===== src/rtl/nrmc_pkg.sv =====
// ----------------------------------------------------------------------------
// nrmc_pkg: shared types and constants of the GPRMC position parser
// Character codes, field indexes, fixed-point scaling and the records that
// pass between the byte parser, the top level and the coordinate converters.
// ----------------------------------------------------------------------------
`timescale 1ns / 1ps

package nrmc_pkg;

  // ASCII codes
  localparam logic [7:0] CH_DOLLAR = 8'h24;
  localparam logic [7:0] CH_STAR   = 8'h2A;
  localparam logic [7:0] CH_COMMA  = 8'h2C;
  localparam logic [7:0] CH_DOT    = 8'h2E;
  localparam logic [7:0] CH_CR     = 8'h0D;
  localparam logic [7:0] CH_0      = 8'h30;
  localparam logic [7:0] CH_9      = 8'h39;
  localparam logic [7:0] CH_UA     = 8'h41;
  localparam logic [7:0] CH_UF     = 8'h46;
  localparam logic [7:0] CH_LA     = 8'h61;
  localparam logic [7:0] CH_LF     = 8'h66;
  localparam logic [7:0] CH_FIX    = 8'h41;  // 'A'
  localparam logic [7:0] CH_SOUTH  = 8'h53;  // 'S'
  localparam logic [7:0] CH_WEST   = 8'h57;  // 'W'

  // Field indexes within the sentence
  localparam logic [3:0] FLD_TYPE   = 4'd0;
  localparam logic [3:0] FLD_STATUS = 4'd2;
  localparam logic [3:0] FLD_LAT    = 4'd3;
  localparam logic [3:0] FLD_NS     = 4'd4;
  localparam logic [3:0] FLD_LON    = 4'd5;
  localparam logic [3:0] FLD_EW     = 4'd6;

  localparam logic [3:0] TYPE_LEN    = 4'd5;  // "GPRMC"
  localparam logic [3:0] LAT_DEG_LEN = 4'd2;
  localparam logic [3:0] LON_DEG_LEN = 4'd3;
  localparam logic [3:0] CKS_LEN     = 4'd2;

  // Minutes are kept as minutes * 10^MIN_FRAC_DIGITS
  localparam int MIN_FRAC_DIGITS = 5;
  localparam int MIN_W           = 24;
  localparam logic [MIN_W-1:0] MIN_SAT = {MIN_W{1'b1}};

  localparam int LAT_DEG_W = 7;
  localparam int LON_DEG_W = 10;
  localparam int LAT_W     = 31;
  localparam int LON_W     = 32;
  localparam int unsigned LAT_LIMIT = 900000000;
  localparam int unsigned LON_LIMIT = 1800000000;

  // mag = deg*1e7 + floor((m*1e7 + 30P) / (60P)), P = 10^F.
  // Dividing out G = gcd(1e7, 60P) leaves floor((2*m*A_MUL + C_DIV) / DIV_D)
  // with DIV_D = 2*C_DIV = 3 * 2^DIV_K.
  localparam int P_SCALE  = 10 ** MIN_FRAC_DIGITS;
  localparam int GCD_E2   = (MIN_FRAC_DIGITS + 2 < 7) ? MIN_FRAC_DIGITS + 2 : 7;
  localparam int GCD_F    = (2 ** GCD_E2) * (5 ** (MIN_FRAC_DIGITS + 1));
  localparam int A_MUL    = 10000000 / GCD_F;
  localparam int C_DIV    = 60 * P_SCALE / GCD_F;
  localparam int DIV_D    = 2 * C_DIV;
  localparam int DIV_K    = $clog2(DIV_D / 3);
  localparam int A_MUL_W  = 16;
  localparam int X_W      = MIN_W + A_MUL_W + 1;

  localparam int DEG_SCALE_W = 24;
  localparam logic [DEG_SCALE_W-1:0] DEG_SCALE = 24'd10000000;

  // Exact divide by three for values below 2^Y_W
  localparam int Y_W         = 33;
  localparam int RECIP_W     = 34;
  localparam int RECIP_HW    = RECIP_W / 2;
  localparam int RECIP_SHIFT = 35;
  localparam logic [RECIP_W-1:0] DIV3_RECIP = 34'd11453246123;
  localparam int Q_W         = 32;

  typedef struct packed {
    logic fix;
    logic cks_ok;
  } flags_t;

  typedef struct packed {
    logic [LAT_DEG_W-1:0] lat_deg;
    logic [MIN_W-1:0]     lat_min;
    logic                 south;
    logic [LON_DEG_W-1:0] lon_deg;
    logic [MIN_W-1:0]     lon_min;
    logic                 west;
    flags_t               flags;
  } snap_t;

  typedef struct packed {
    logic s2;
    logic s3;
    logic s4;
    logic s5;
  } stage_en_t;

  typedef struct packed {
    logic [2:0]       fds;
    logic [MIN_W-1:0] acc;
  } min_upd_t;

  function automatic logic [19:0] pow10(input logic [2:0] e);
    logic [19:0] r;
    case (e)
      3'd0:    r = 20'd1;
      3'd1:    r = 20'd10;
      3'd2:    r = 20'd100;
      3'd3:    r = 20'd1000;
      3'd4:    r = 20'd10000;
      3'd5:    r = 20'd100000;
      3'd6:    r = 20'd1000000;
      default: r = 20'd0;
    endcase
    return r;
  endfunction

endpackage


===== src/rtl/nrmc_parser.sv =====
// ----------------------------------------------------------------------------
// nrmc_parser: byte-level sentence parser
// Field splitting, type check, digit accumulation, flags and checksum.
// Raises emit_o with a snapshot of the sentence on the terminating CR.
// ----------------------------------------------------------------------------
`timescale 1ns / 1ps

module nrmc_parser import nrmc_pkg::*; (
  input  logic       clk_i,
  input  logic       rst_ni,
  input  logic       accept_i,
  input  logic [7:0] byte_i,
  output logic       emit_o,
  output snap_t      snap_o
);

  logic                 in_sent_q, in_sent_d;
  logic                 type_ok_q, type_ok_d;
  logic [3:0]           field_q, field_d;
  logic [3:0]           pos_q, pos_d;
  logic [LAT_DEG_W-1:0] lat_deg_q, lat_deg_d;
  logic [MIN_W-1:0]     lat_min_q, lat_min_d;
  logic [LON_DEG_W-1:0] lon_deg_q, lon_deg_d;
  logic [MIN_W-1:0]     lon_min_q, lon_min_d;
  logic [2:0]           fds_q, fds_d;
  logic                 south_q, south_d;
  logic                 west_q, west_d;
  logic                 fix_q, fix_d;
  logic [7:0]           xor_q, xor_d;
  logic [7:0]           rsum_q, rsum_d;
  logic                 star_q, star_d;

  logic       is_digit;
  logic [4:0] hex;
  min_upd_t   mupd;

  function automatic logic [3:0] sat_inc(input logic [3:0] v);
    return (v == 4'hF) ? v : v + 4'd1;
  endfunction

  function automatic logic [7:0] type_char(input logic [2:0] p);
    logic [7:0] r;
    case (p)
      3'd0:    r = "G";
      3'd1:    r = "P";
      3'd2:    r = "R";
      3'd3:    r = "M";
      3'd4:    r = "C";
      default: r = 8'h00;
    endcase
    return r;
  endfunction

  // {valid, nibble}
  function automatic logic [4:0] hex_dec(input logic [7:0] c);
    logic [4:0] r;
    if (c >= CH_0 && c <= CH_9) begin
      r = {1'b1, c[3:0]};
    end else if ((c >= CH_UA && c <= CH_UF) || (c >= CH_LA && c <= CH_LF)) begin
      r = {1'b1, c[3:0] + 4'd9};
    end else begin
      r = 5'd0;
    end
    return r;
  endfunction

  function automatic min_upd_t min_add(input logic [MIN_W-1:0] acc, input logic [2:0] fds,
                                       input logic [7:0] c);
    min_upd_t    r;
    logic [28:0] v;
    logic [3:0]  d;
    r.acc = acc;
    r.fds = fds;
    d     = c[3:0];
    v     = 29'(acc);
    if (c == CH_DOT) begin
      if (fds == 3'd0) r.fds = 3'd1;
    end else if (c >= CH_0 && c <= CH_9) begin
      if (fds == 3'd0) begin
        v = 29'(acc) * 29'd10 + 29'(d) * 29'(pow10(3'(MIN_FRAC_DIGITS)));
      end else if (fds <= 3'(MIN_FRAC_DIGITS)) begin
        v     = 29'(acc) + 29'(d) * 29'(pow10(3'(MIN_FRAC_DIGITS) - fds));
        r.fds = fds + 3'd1;
      end
      r.acc = (v > 29'(MIN_SAT)) ? MIN_SAT : v[MIN_W-1:0];
    end
    return r;
  endfunction

  assign is_digit = (byte_i >= CH_0) && (byte_i <= CH_9);
  assign hex      = hex_dec(byte_i);
  assign mupd     = min_add((field_q == FLD_LON) ? lon_min_q : lat_min_q, fds_q, byte_i);

  always_comb begin
    in_sent_d = in_sent_q;
    type_ok_d = type_ok_q;
    field_d   = field_q;
    pos_d     = pos_q;
    lat_deg_d = lat_deg_q;
    lat_min_d = lat_min_q;
    lon_deg_d = lon_deg_q;
    lon_min_d = lon_min_q;
    fds_d     = fds_q;
    south_d   = south_q;
    west_d    = west_q;
    fix_d     = fix_q;
    xor_d     = xor_q;
    rsum_d    = rsum_q;
    star_d    = star_q;
    if (accept_i) begin
      if (byte_i == CH_DOLLAR) begin
        in_sent_d = 1'b1;
        type_ok_d = 1'b1;
        field_d   = '0;
        pos_d     = '0;
        lat_deg_d = '0;
        lat_min_d = '0;
        lon_deg_d = '0;
        lon_min_d = '0;
        fds_d     = '0;
        south_d   = 1'b0;
        west_d    = 1'b0;
        fix_d     = 1'b0;
        xor_d     = '0;
        rsum_d    = '0;
        star_d    = 1'b0;
      end else if (in_sent_q) begin
        if (byte_i == CH_CR) begin
          in_sent_d = 1'b0;
        end else if (star_q) begin
          if (!hex[4]) begin
            pos_d = 4'hF;
          end else begin
            rsum_d = {rsum_q[3:0], hex[3:0]};
            pos_d  = sat_inc(pos_q);
          end
        end else if (byte_i == CH_STAR) begin
          star_d = 1'b1;
          pos_d  = '0;
          rsum_d = '0;
        end else begin
          xor_d = xor_q ^ byte_i;
          if (byte_i == CH_COMMA) begin
            if (field_q == FLD_TYPE && pos_q != TYPE_LEN) type_ok_d = 1'b0;
            field_d = sat_inc(field_q);
            pos_d   = '0;
            fds_d   = '0;
          end else begin
            case (field_q)
              FLD_TYPE: begin
                if (pos_q >= TYPE_LEN || byte_i != type_char(pos_q[2:0])) type_ok_d = 1'b0;
              end
              FLD_STATUS: begin
                fix_d = (pos_q == 4'd0) && (byte_i == CH_FIX);
              end
              FLD_LAT: begin
                if (pos_q < LAT_DEG_LEN) begin
                  if (is_digit) lat_deg_d = LAT_DEG_W'(lat_deg_q * 4'd10 + byte_i[3:0]);
                end else begin
                  lat_min_d = mupd.acc;
                  fds_d     = mupd.fds;
                end
              end
              FLD_NS: begin
                south_d = (pos_q == 4'd0) && (byte_i == CH_SOUTH);
              end
              FLD_LON: begin
                if (pos_q < LON_DEG_LEN) begin
                  if (is_digit) lon_deg_d = LON_DEG_W'(lon_deg_q * 4'd10 + byte_i[3:0]);
                end else begin
                  lon_min_d = mupd.acc;
                  fds_d     = mupd.fds;
                end
              end
              FLD_EW: begin
                west_d = (pos_q == 4'd0) && (byte_i == CH_WEST);
              end
              default: begin
              end
            endcase
            pos_d = sat_inc(pos_q);
          end
        end
      end
    end
  end

  always_ff @(posedge clk_i or negedge rst_ni) begin
    if (!rst_ni) begin
      in_sent_q <= 1'b0;
      type_ok_q <= 1'b0;
      field_q   <= '0;
      pos_q     <= '0;
      lat_deg_q <= '0;
      lat_min_q <= '0;
      lon_deg_q <= '0;
      lon_min_q <= '0;
      fds_q     <= '0;
      south_q   <= 1'b0;
      west_q    <= 1'b0;
      fix_q     <= 1'b0;
      xor_q     <= '0;
      rsum_q    <= '0;
      star_q    <= 1'b0;
    end else begin
      in_sent_q <= in_sent_d;
      type_ok_q <= type_ok_d;
      field_q   <= field_d;
      pos_q     <= pos_d;
      lat_deg_q <= lat_deg_d;
      lat_min_q <= lat_min_d;
      lon_deg_q <= lon_deg_d;
      lon_min_q <= lon_min_d;
      fds_q     <= fds_d;
      south_q   <= south_d;
      west_q    <= west_d;
      fix_q     <= fix_d;
      xor_q     <= xor_d;
      rsum_q    <= rsum_d;
      star_q    <= star_d;
    end
  end

  // CR inside a sentence past the type field, type matched
  assign emit_o = accept_i && (byte_i == CH_CR) && in_sent_q && type_ok_q &&
                  (field_q != FLD_TYPE);

  assign snap_o.lat_deg      = lat_deg_q;
  assign snap_o.lat_min      = lat_min_q;
  assign snap_o.south        = south_q;
  assign snap_o.lon_deg      = lon_deg_q;
  assign snap_o.lon_min      = lon_min_q;
  assign snap_o.west         = west_q;
  assign snap_o.flags.fix    = fix_q;
  assign snap_o.flags.cks_ok = star_q && (pos_q == CKS_LEN) && (xor_q == rsum_q);

endmodule


===== src/rtl/nrmc_coord_conv.sv =====
// ----------------------------------------------------------------------------
// nrmc_coord_conv: degrees + scaled minutes to signed 1e-7 degrees
// Four register stages: scale, divide-by-three partial products, quotient
// with saturation, then add, clamp and sign.
// ----------------------------------------------------------------------------
`timescale 1ns / 1ps

module nrmc_coord_conv import nrmc_pkg::*; #(
  parameter int          DEG_W = 7,
  parameter int          OUT_W = 31,
  parameter int unsigned LIMIT = 900000000
) (
  input  logic                    clk_i,
  input  stage_en_t               en_i,
  input  logic [DEG_W-1:0]        deg_i,
  input  logic [MIN_W-1:0]        min_i,
  input  logic                    neg_i,
  output logic signed [OUT_W-1:0] coord_o
);

  localparam int DT_W  = DEG_W + DEG_SCALE_W;
  localparam int MAG_W = ((DT_W > Q_W) ? DT_W : Q_W) + 1;
  localparam int PP_W  = Y_W + RECIP_HW;
  localparam int PS_W  = Y_W + RECIP_W;

  localparam logic [A_MUL_W-1:0] A_MUL_L = A_MUL_W'(A_MUL);
  localparam logic [X_W-1:0]     X_SAT   = X_W'((64'(LIMIT) + 64'd1) * 64'(DIV_D));
  localparam logic [Q_W-1:0]     Q_SAT   = Q_W'(64'(LIMIT) + 64'd1);
  localparam logic [MAG_W-1:0]   MAG_LIM = MAG_W'(LIMIT);
  localparam logic [RECIP_HW-1:0] R_HI   = DIV3_RECIP[RECIP_W-1:RECIP_HW];
  localparam logic [RECIP_HW-1:0] R_LO   = DIV3_RECIP[RECIP_HW-1:0];

  // stage 2
  logic [MIN_W+A_MUL_W-1:0] prod;
  logic [X_W-1:0]           x_d, x_q;
  logic [DT_W-1:0]          dt_d, dt2_q;
  logic                     neg2_q;
  // stage 3
  logic [Y_W-1:0]  y;
  logic [PP_W-1:0] pp_hi_q, pp_lo_q;
  logic            sat3_q, neg3_q;
  logic [DT_W-1:0] dt3_q;
  // stage 4
  logic [PS_W-1:0] psum;
  logic [Q_W-1:0]  q_d, q_q;
  logic [DT_W-1:0] dt4_q;
  logic            neg4_q;
  // stage 5
  logic [MAG_W-1:0] mag, lim;
  logic [OUT_W-1:0] coord_d;

  assign prod = min_i * A_MUL_L;
  assign x_d  = {prod, 1'b0} + X_W'(C_DIV);
  assign dt_d = deg_i * DEG_SCALE;

  assign y = x_q[DIV_K +: Y_W];

  assign psum = {pp_hi_q, {RECIP_HW{1'b0}}} + PS_W'(pp_lo_q);
  assign q_d  = sat3_q ? Q_SAT : psum[RECIP_SHIFT +: Q_W];

  assign mag     = MAG_W'(dt4_q) + MAG_W'(q_q);
  assign lim     = (mag > MAG_LIM) ? MAG_LIM : mag;
  assign coord_d = neg4_q ? OUT_W'(-lim) : OUT_W'(lim);

  always_ff @(posedge clk_i) begin
    if (en_i.s2) begin
      x_q    <= x_d;
      dt2_q  <= dt_d;
      neg2_q <= neg_i;
    end
    if (en_i.s3) begin
      pp_hi_q <= y * R_HI;
      pp_lo_q <= y * R_LO;
      sat3_q  <= (x_q >= X_SAT);
      dt3_q   <= dt2_q;
      neg3_q  <= neg2_q;
    end
    if (en_i.s4) begin
      q_q    <= q_d;
      dt4_q  <= dt3_q;
      neg4_q <= neg3_q;
    end
    if (en_i.s5) begin
      coord_o <= coord_d;
    end
  end

endmodule


===== src/rtl/nmea_rmc_position_parser_top.sv =====
// ----------------------------------------------------------------------------
// nmea_rmc_position_parser_top: GPRMC sentence position parser
// Parses an NMEA byte stream and returns latitude/longitude in 1e-7 degrees
// with fix and checksum flags, one result per GPRMC sentence.
//
//   channel | direction | handshake             | payload
//   --------+-----------+-----------------------+-------------------------------
//   rx      | in        | in_valid_i/in_stall_o | rx_byte_i
//   result  | out       | out_valid_o/out_stall_i | latitude_e7_o, longitude_e7_o,
//           |           |                       | has_fix_o, checksum_ok_o
//
// One byte is taken per cycle while in_stall_o is low. After the transfer of the
// CR that ends the sentence, a result moves through the snapshot register and
// the conversion stages (scale, divide-by-three, quotient, clamp) to the output
// register. Reset is asynchronous and active low; no clearing pass is needed.
// A stalled result holds the output stage; the pipeline compresses bubbles,
// and in_stall_o rises only when the snapshot register holds a result that
// cannot move.
// ----------------------------------------------------------------------------
`timescale 1ns / 1ps

module nmea_rmc_position_parser_top import nrmc_pkg::*; (
  input  logic                    clk_i,
  input  logic                    rst_ni,
  input  logic                    in_valid_i,
  output logic                    in_stall_o,
  input  logic [7:0]              rx_byte_i,
  output logic                    out_valid_o,
  input  logic                    out_stall_i,
  output logic signed [LAT_W-1:0] latitude_e7_o,
  output logic signed [LON_W-1:0] longitude_e7_o,
  output logic                    has_fix_o,
  output logic                    checksum_ok_o
);

  // Stage go signals: a stage loads when it is empty or its content moves on
  logic go1, go2, go3, go4, go5;
  logic accept;

  logic  emit;
  snap_t snap;

  // Stage 1: sentence snapshot taken at CR
  logic  s1_v_q, s2_v_q, s3_v_q, s4_v_q, out_v_q;
  snap_t s1_q;

  // Flags ride along with the converter stages
  flags_t f2_q, f3_q, f4_q, fo_q;

  stage_en_t en;

  assign go5 = !out_v_q || !out_stall_i;
  assign go4 = !s4_v_q || go5;
  assign go3 = !s3_v_q || go4;
  assign go2 = !s2_v_q || go3;
  assign go1 = !s1_v_q || go2;

  assign in_stall_o = !go1;
  assign accept     = in_valid_i && go1;

  assign en.s2 = go2;
  assign en.s3 = go3;
  assign en.s4 = go4;
  assign en.s5 = go5;

  nrmc_parser u_parser (
    .clk_i   (clk_i),
    .rst_ni  (rst_ni),
    .accept_i(accept),
    .byte_i  (rx_byte_i),
    .emit_o  (emit),
    .snap_o  (snap)
  );

  // Valid bits of the pipeline
  always_ff @(posedge clk_i or negedge rst_ni) begin
    if (!rst_ni) begin
      s1_v_q  <= 1'b0;
      s2_v_q  <= 1'b0;
      s3_v_q  <= 1'b0;
      s4_v_q  <= 1'b0;
      out_v_q <= 1'b0;
    end else begin
      if (go1) s1_v_q  <= accept && emit;
      if (go2) s2_v_q  <= s1_v_q;
      if (go3) s3_v_q  <= s2_v_q;
      if (go4) s4_v_q  <= s3_v_q;
      if (go5) out_v_q <= s4_v_q;
    end
  end

  // Payload registers, no reset
  always_ff @(posedge clk_i) begin
    if (go1) s1_q <= snap;
    if (go2) f2_q <= s1_q.flags;
    if (go3) f3_q <= f2_q;
    if (go4) f4_q <= f3_q;
    if (go5) fo_q <= f4_q;
  end

  nrmc_coord_conv #(
    .DEG_W(LAT_DEG_W),
    .OUT_W(LAT_W),
    .LIMIT(LAT_LIMIT)
  ) u_lat_conv (
    .clk_i  (clk_i),
    .en_i   (en),
    .deg_i  (s1_q.lat_deg),
    .min_i  (s1_q.lat_min),
    .neg_i  (s1_q.south),
    .coord_o(latitude_e7_o)
  );

  nrmc_coord_conv #(
    .DEG_W(LON_DEG_W),
    .OUT_W(LON_W),
    .LIMIT(LON_LIMIT)
  ) u_lon_conv (
    .clk_i  (clk_i),
    .en_i   (en),
    .deg_i  (s1_q.lon_deg),
    .min_i  (s1_q.lon_min),
    .neg_i  (s1_q.west),
    .coord_o(longitude_e7_o)
  );

  assign out_valid_o   = out_v_q;
  assign has_fix_o     = fo_q.fix;
  assign checksum_ok_o = fo_q.cks_ok;

`ifndef SYNTH
  // Input is held back only by a blocked snapshot
  a_stall_cause: assert property (@(posedge clk_i) disable iff (!rst_ni)
    in_stall_o |-> s1_v_q)
    else $error("input stalled with empty snapshot stage");

  // Only a CR transfer can load a result into the snapshot stage
  a_emit_on_cr: assert property (@(posedge clk_i) disable iff (!rst_ni)
    (accept && rx_byte_i != CH_CR) |=> !s1_v_q)
    else $error("result created by a byte other than CR");

  // Clamp keeps the latitude inside +-90 degrees
  a_lat_range: assert property (@(posedge clk_i) disable iff (!rst_ni)
    out_valid_o |-> (latitude_e7_o <= 31'sd900000000 &&
                     latitude_e7_o >= -31'sd900000000))
    else $error("latitude outside clamp range");
`endif

endmodule

===== config.mk =====
export PLATFORM = sky130hd
export DESIGN_NAME = nmea_rmc_position_parser_top
export DESIGN_NICKNAME = d
export VERILOG_FILES = /design/src/rtl/nrmc_pkg.sv /design/src/rtl/nrmc_parser.sv /design/src/rtl/nrmc_coord_conv.sv /design/src/rtl/nmea_rmc_position_parser_top.sv
export SDC_FILE = /design/constraint.sdc
export NUM_CORES = 2
export LEC_CHECK = 0
export ABC_AREA = 1
export BUFFER_PORTS_ARGS = -buffer_cell sky130_fd_sc_hd__buf_2
export CAP_MARGIN = 30
export CORE_MARGIN = 4
export CORE_UTILIZATION = 60
export DETAILED_ROUTE_END_ITERATION = 16
export PLACE_DENSITY = 0.76
export SLEW_MARGIN = 20
export SYNTH_ARGS = -nofsm -noshare
export SYNTH_HDL_FRONTEND = slang
export SYNTH_SLANG_ARGS = --single-unit

===== constraint.sdc =====
create_clock -name clk_i -period 37.5 [get_ports clk_i]
set_input_delay 5.625 -clock clk_i [delete_from_list [all_inputs] [get_ports clk_i]]
set_output_delay 5.625 -clock clk_i [all_outputs]
set_load 0.005 [all_outputs]

==> results.toml <==
[synth]
synth_ff_type = "edfxtp_1"
yosysTopAreaCell = "edfxtp_1"
syn_avg_cell_area_um2 = 8.90
synth_area_leaders = "edfxtp_1, ha_1, fa_1"
synth_top_family_by_area = "adder cells"
yosys_warnings = 0
synthXorXnorAreaFrac = 0.0545
synthCells = 7837
synthSimpleGateAreaFrac = 0.146
synth.distinct_cells = 71
synth_seq_area_share = 0.281
synth_edf_count = 567
synth_compound_gate_area_share = 0.0851
synth-async-reset-ratio = 0.154
syn_area_um2 = 69700
synth.area.mux_share = 0
synth_seq_cells = 670
synth_fa_ha_area_frac = 0.340
synth_top_cell_area_share = 0.244

[power_and_ir_drop]
p_per_area_nw_per_um2 = 22.9
ir_worst_vdd_v = 0.0000322
power_leakage_nw = 39.2

[clock_network]
h-tree-depth = 3
cts_tree = "done"
clkTransAtPathRegs_ns = 0.06
root_buffer = "clkbuf_16"
clk_path_buf_depth = 3
ctsHoldBuffers = 0
cts_buffers = 76
cts_resized = 0
cts_num_sinks = 670
cts_setup_buffers = 0
clock_latency_ns = 0.67

[place]
hpwl_mm = 152
place_congestion = 0.971
placed_cell_area_um2 = 71900
port_buffers = 78

[critical_path]
critPathArrivalTime_ns = 7.69
crit_fanout = 61
start_kind = "primary input"
end_kind = "output port"
critical_path_required_ns = 31.87
path_class = "primary input to output port"

[timing]
fin_worst_skew_ns = 0.0428
fin_setup_tns_ns = 0
hold_viol_final = 0
min_period_over_period = 0.355
rsz0062_at_grt = "false"
period_needed_ns = 13.31
setup_viol_count_final = 0
max_slew_margin = 0.356
maxSlewViolCount = 0
fmax_mhz = 75.1
hold_ws_ns = 0.411
worst_pin_slew_ns = 0.957

[floorplan]
die_area_um2 = 122000
rows = 124
ioPinCount = 79
start_util = 0.607
core-area_um2 = 115000
die_h_um = 349
dieWidth_um = 349

[outcome]
status = "finished, final reports clean"

[global_route]
grt_overflow = 0
grt_pass1_wl_mm = 287
grt_usage = 0.300
antenna_found_initial = 1
first_global_vias = 53200
grt_max_degree = 80

[route]
ant_nets = 0
drc = 0
drtIter0Drc = 3947
vias = 53300
via_per_inst = 5.59
firstDrtPassIters = 8
wl_mm = 182
wl_per_cell_um = 19.1

[layout]
fillers = 9693
drive_above_1_share = 0.0399
fin_nets = 9520
area_growth_pct = 6.91
final_util = 0.649
final_area_um2 = 74500

[flow_run]
maxCapViolCount = 0

[hold_path]
timing.hold.worst.class = "flip-flop to flip-flop"
==> kinds of logic after synthesis <==
| group | after synthesis |
|---|---|
| compound gates | 1047 |
| xor+xnor | 433 |
| fa+ha+maj | 1553 |
| buf+inv | 1716 |
| flops | 670 |
| other cells | 1 |
| simple gates | 2417 |
==> layout make-up <==
| class | count | area (µm²) | area share |
|---|---|---|---|
| Clock buffer | 84 | 1930 | 0.0259 |
| Antenna cell | 1 | 2.50 | 0.0000336 |
| Multi-Input combinational cell | 5452 | 43600 | 0.586 |
| Sequential cell | 670 | 19600 | 0.263 |
| Clock inverter | 53 | 587 | 0.00787 |
| Tap cell | 1512 | 1890 | 0.0254 |
| Inverter | 1648 | 6200 | 0.0832 |
| Timing Repair Buffer | 107 | 674 | 0.00905 |
==> layout by cell type (no fill, tap or decap), types with 13 or more instances in the layout <==
master / synthesis / routed
nand3b_1: 25 / 25
nor2_1: 524 / 524
ha_1: 982 / 982
o21a_1: 38 / 38
nor4_1: 24 / 24
nand3_1: 270 / 270
o211ai_1: 23 / 23
nor3_1: 77 / 77
buf_4: 1 / 25
o21ai_1: 14 / 14
clkinv_1: 7 / 18
nand2_2: 14 / 15
nand2_1: 1329 / 1328
or2_2: 20 / 20
dfrtp_1: 103 / 103
o21bai_1: 16 / 16
clkinv_2: 0 / 14
clkbuf_16: 0 / 76
edfxtp_1: 567 / 567
o21ai_0: 259 / 259
buf_2: 12 / 77
a21oi_1: 514 / 514
inv_2: 12 / 13
inv_1: 1629 / 1625
a31oi_1: 44 / 44
xnor2_1: 161 / 161
nand4_1: 82 / 82
o221ai_1: 25 / 25
o31ai_1: 26 / 26
xor2_1: 271 / 271
fa_1: 571 / 571
==> power by group <==
part | total [mW] | internal (mW) | leakage, nW | switching, mW
Clock | 0.751 | 0.428 | 1.23 | 0.323
Sequential | 0.820 | 0.810 | 7.73 | 0.00928
Combinational | 0.133 | 0.0457 | 30.2 | 0.0875
Total | 1.70 | 1.28 | 39.2 | 0.420
==> cell usage after synthesis (6+ instances only) <==
library cell  number
fa_1             571
clkinv_1           7
nand2_2           14
dfrtp_1          103
o21bai_1          16
edfxtp_1         567
a31oi_1           44
a211oi_1           6
and2_1             6
or2_2             20
nand3_2            7
nand3b_1          25
nor4_1            24
o31ai_1           26
o22ai_1           12
nand4_1           82
nand3_1          270
ha_1             982
nor3_1            77
a21boi_0          12
buf_2             12
nor2_1           524
inv_1           1629
o21ai_0          259
o211ai_1          23
a21o_1            12
o221ai_1          25
nand2_1         1329
inv_2             12
nor2_2            12
a21oi_1          514
o21ai_1           14
o21a_1            38
xnor2_1          161
clkbuf_1          46
xor2_1           271
==> metrics by stage <==
step / setup slack, ns / std cells / power, mW
final: 24.19 / 9527 / 1.70
after global routing: 23.94 / 9526 / 1.77
after CTS: 24.14 / 9522 / 1.72
after global placement: 24.21 / 9384 / 0.963
after floorplan: 15.68 / 7838 / 0.926
after detailed placement: 24.14 / 9385 / 0.966
==> sequential cells by signal (all words and copies together), names as in the netlist, 28 cells and up <==
register	cells
u_lon_conv.coord_o	32
u_lon_conv.pp_lo_q	29
u_lat_conv.q_q	30
u_lon_conv.x_q	28
u_lon_conv.q_q	30
u_lon_conv.pp_hi_q	47
u_lat_conv.pp_hi_q	47
u_lat_conv.pp_lo_q	29
u_lat_conv.x_q	28
u_lat_conv.coord_o	31
s1_q	69
==> critical path, stage by stage <==
cell	delay [ns]
buf_2	0.10
nand2_2	0.05
nor2_1	0.06
inv_4	0.45
nor2_1	0.23
inv_8	0.35
nor2_1	0.13
inv_4	0.40
nor2_1	0.13
buf_2	0.16
==> routing by layer <==
layer  track usage  routed length [µm]  up-vias  share of wire
met5       0.00118                   0        -              0
met4         0.110                7290        0          0.040
met3        0.0412               11500      342          0.063
met2         0.505               86500     1708           0.48
met1         0.399               76600    25500           0.42
li1              -                   -    25700              -
==> final timing paths <==
| path | start | to | slack [ns] | cells past startpoint |
|---|---|---|---|---|
| setup / recovery | out_stall_i | in_stall_o | 24.19 | 10 |
| hold / removal | u_lat_conv.dt3_q[9] | u_lat_conv.dt4_q[9] | 0.41 | 0 |
| setup reg to reg | u_parser.field_q[1] | u_parser.lon_min_q[8] | 30.17 | 34 |
| hold reg to reg | u_lat_conv.dt3_q[9] | u_lat_conv.dt4_q[9] | 0.41 | 0 |
| max in group asynchronous | rst_ni | u_parser.lon_deg_q[2] | 31.17 | 2 |
| min in group asynchronous | rst_ni | u_parser.xor_q[6] | 4.96 | 1 |
No activity file was read; power rests on OpenSTA's default activity.
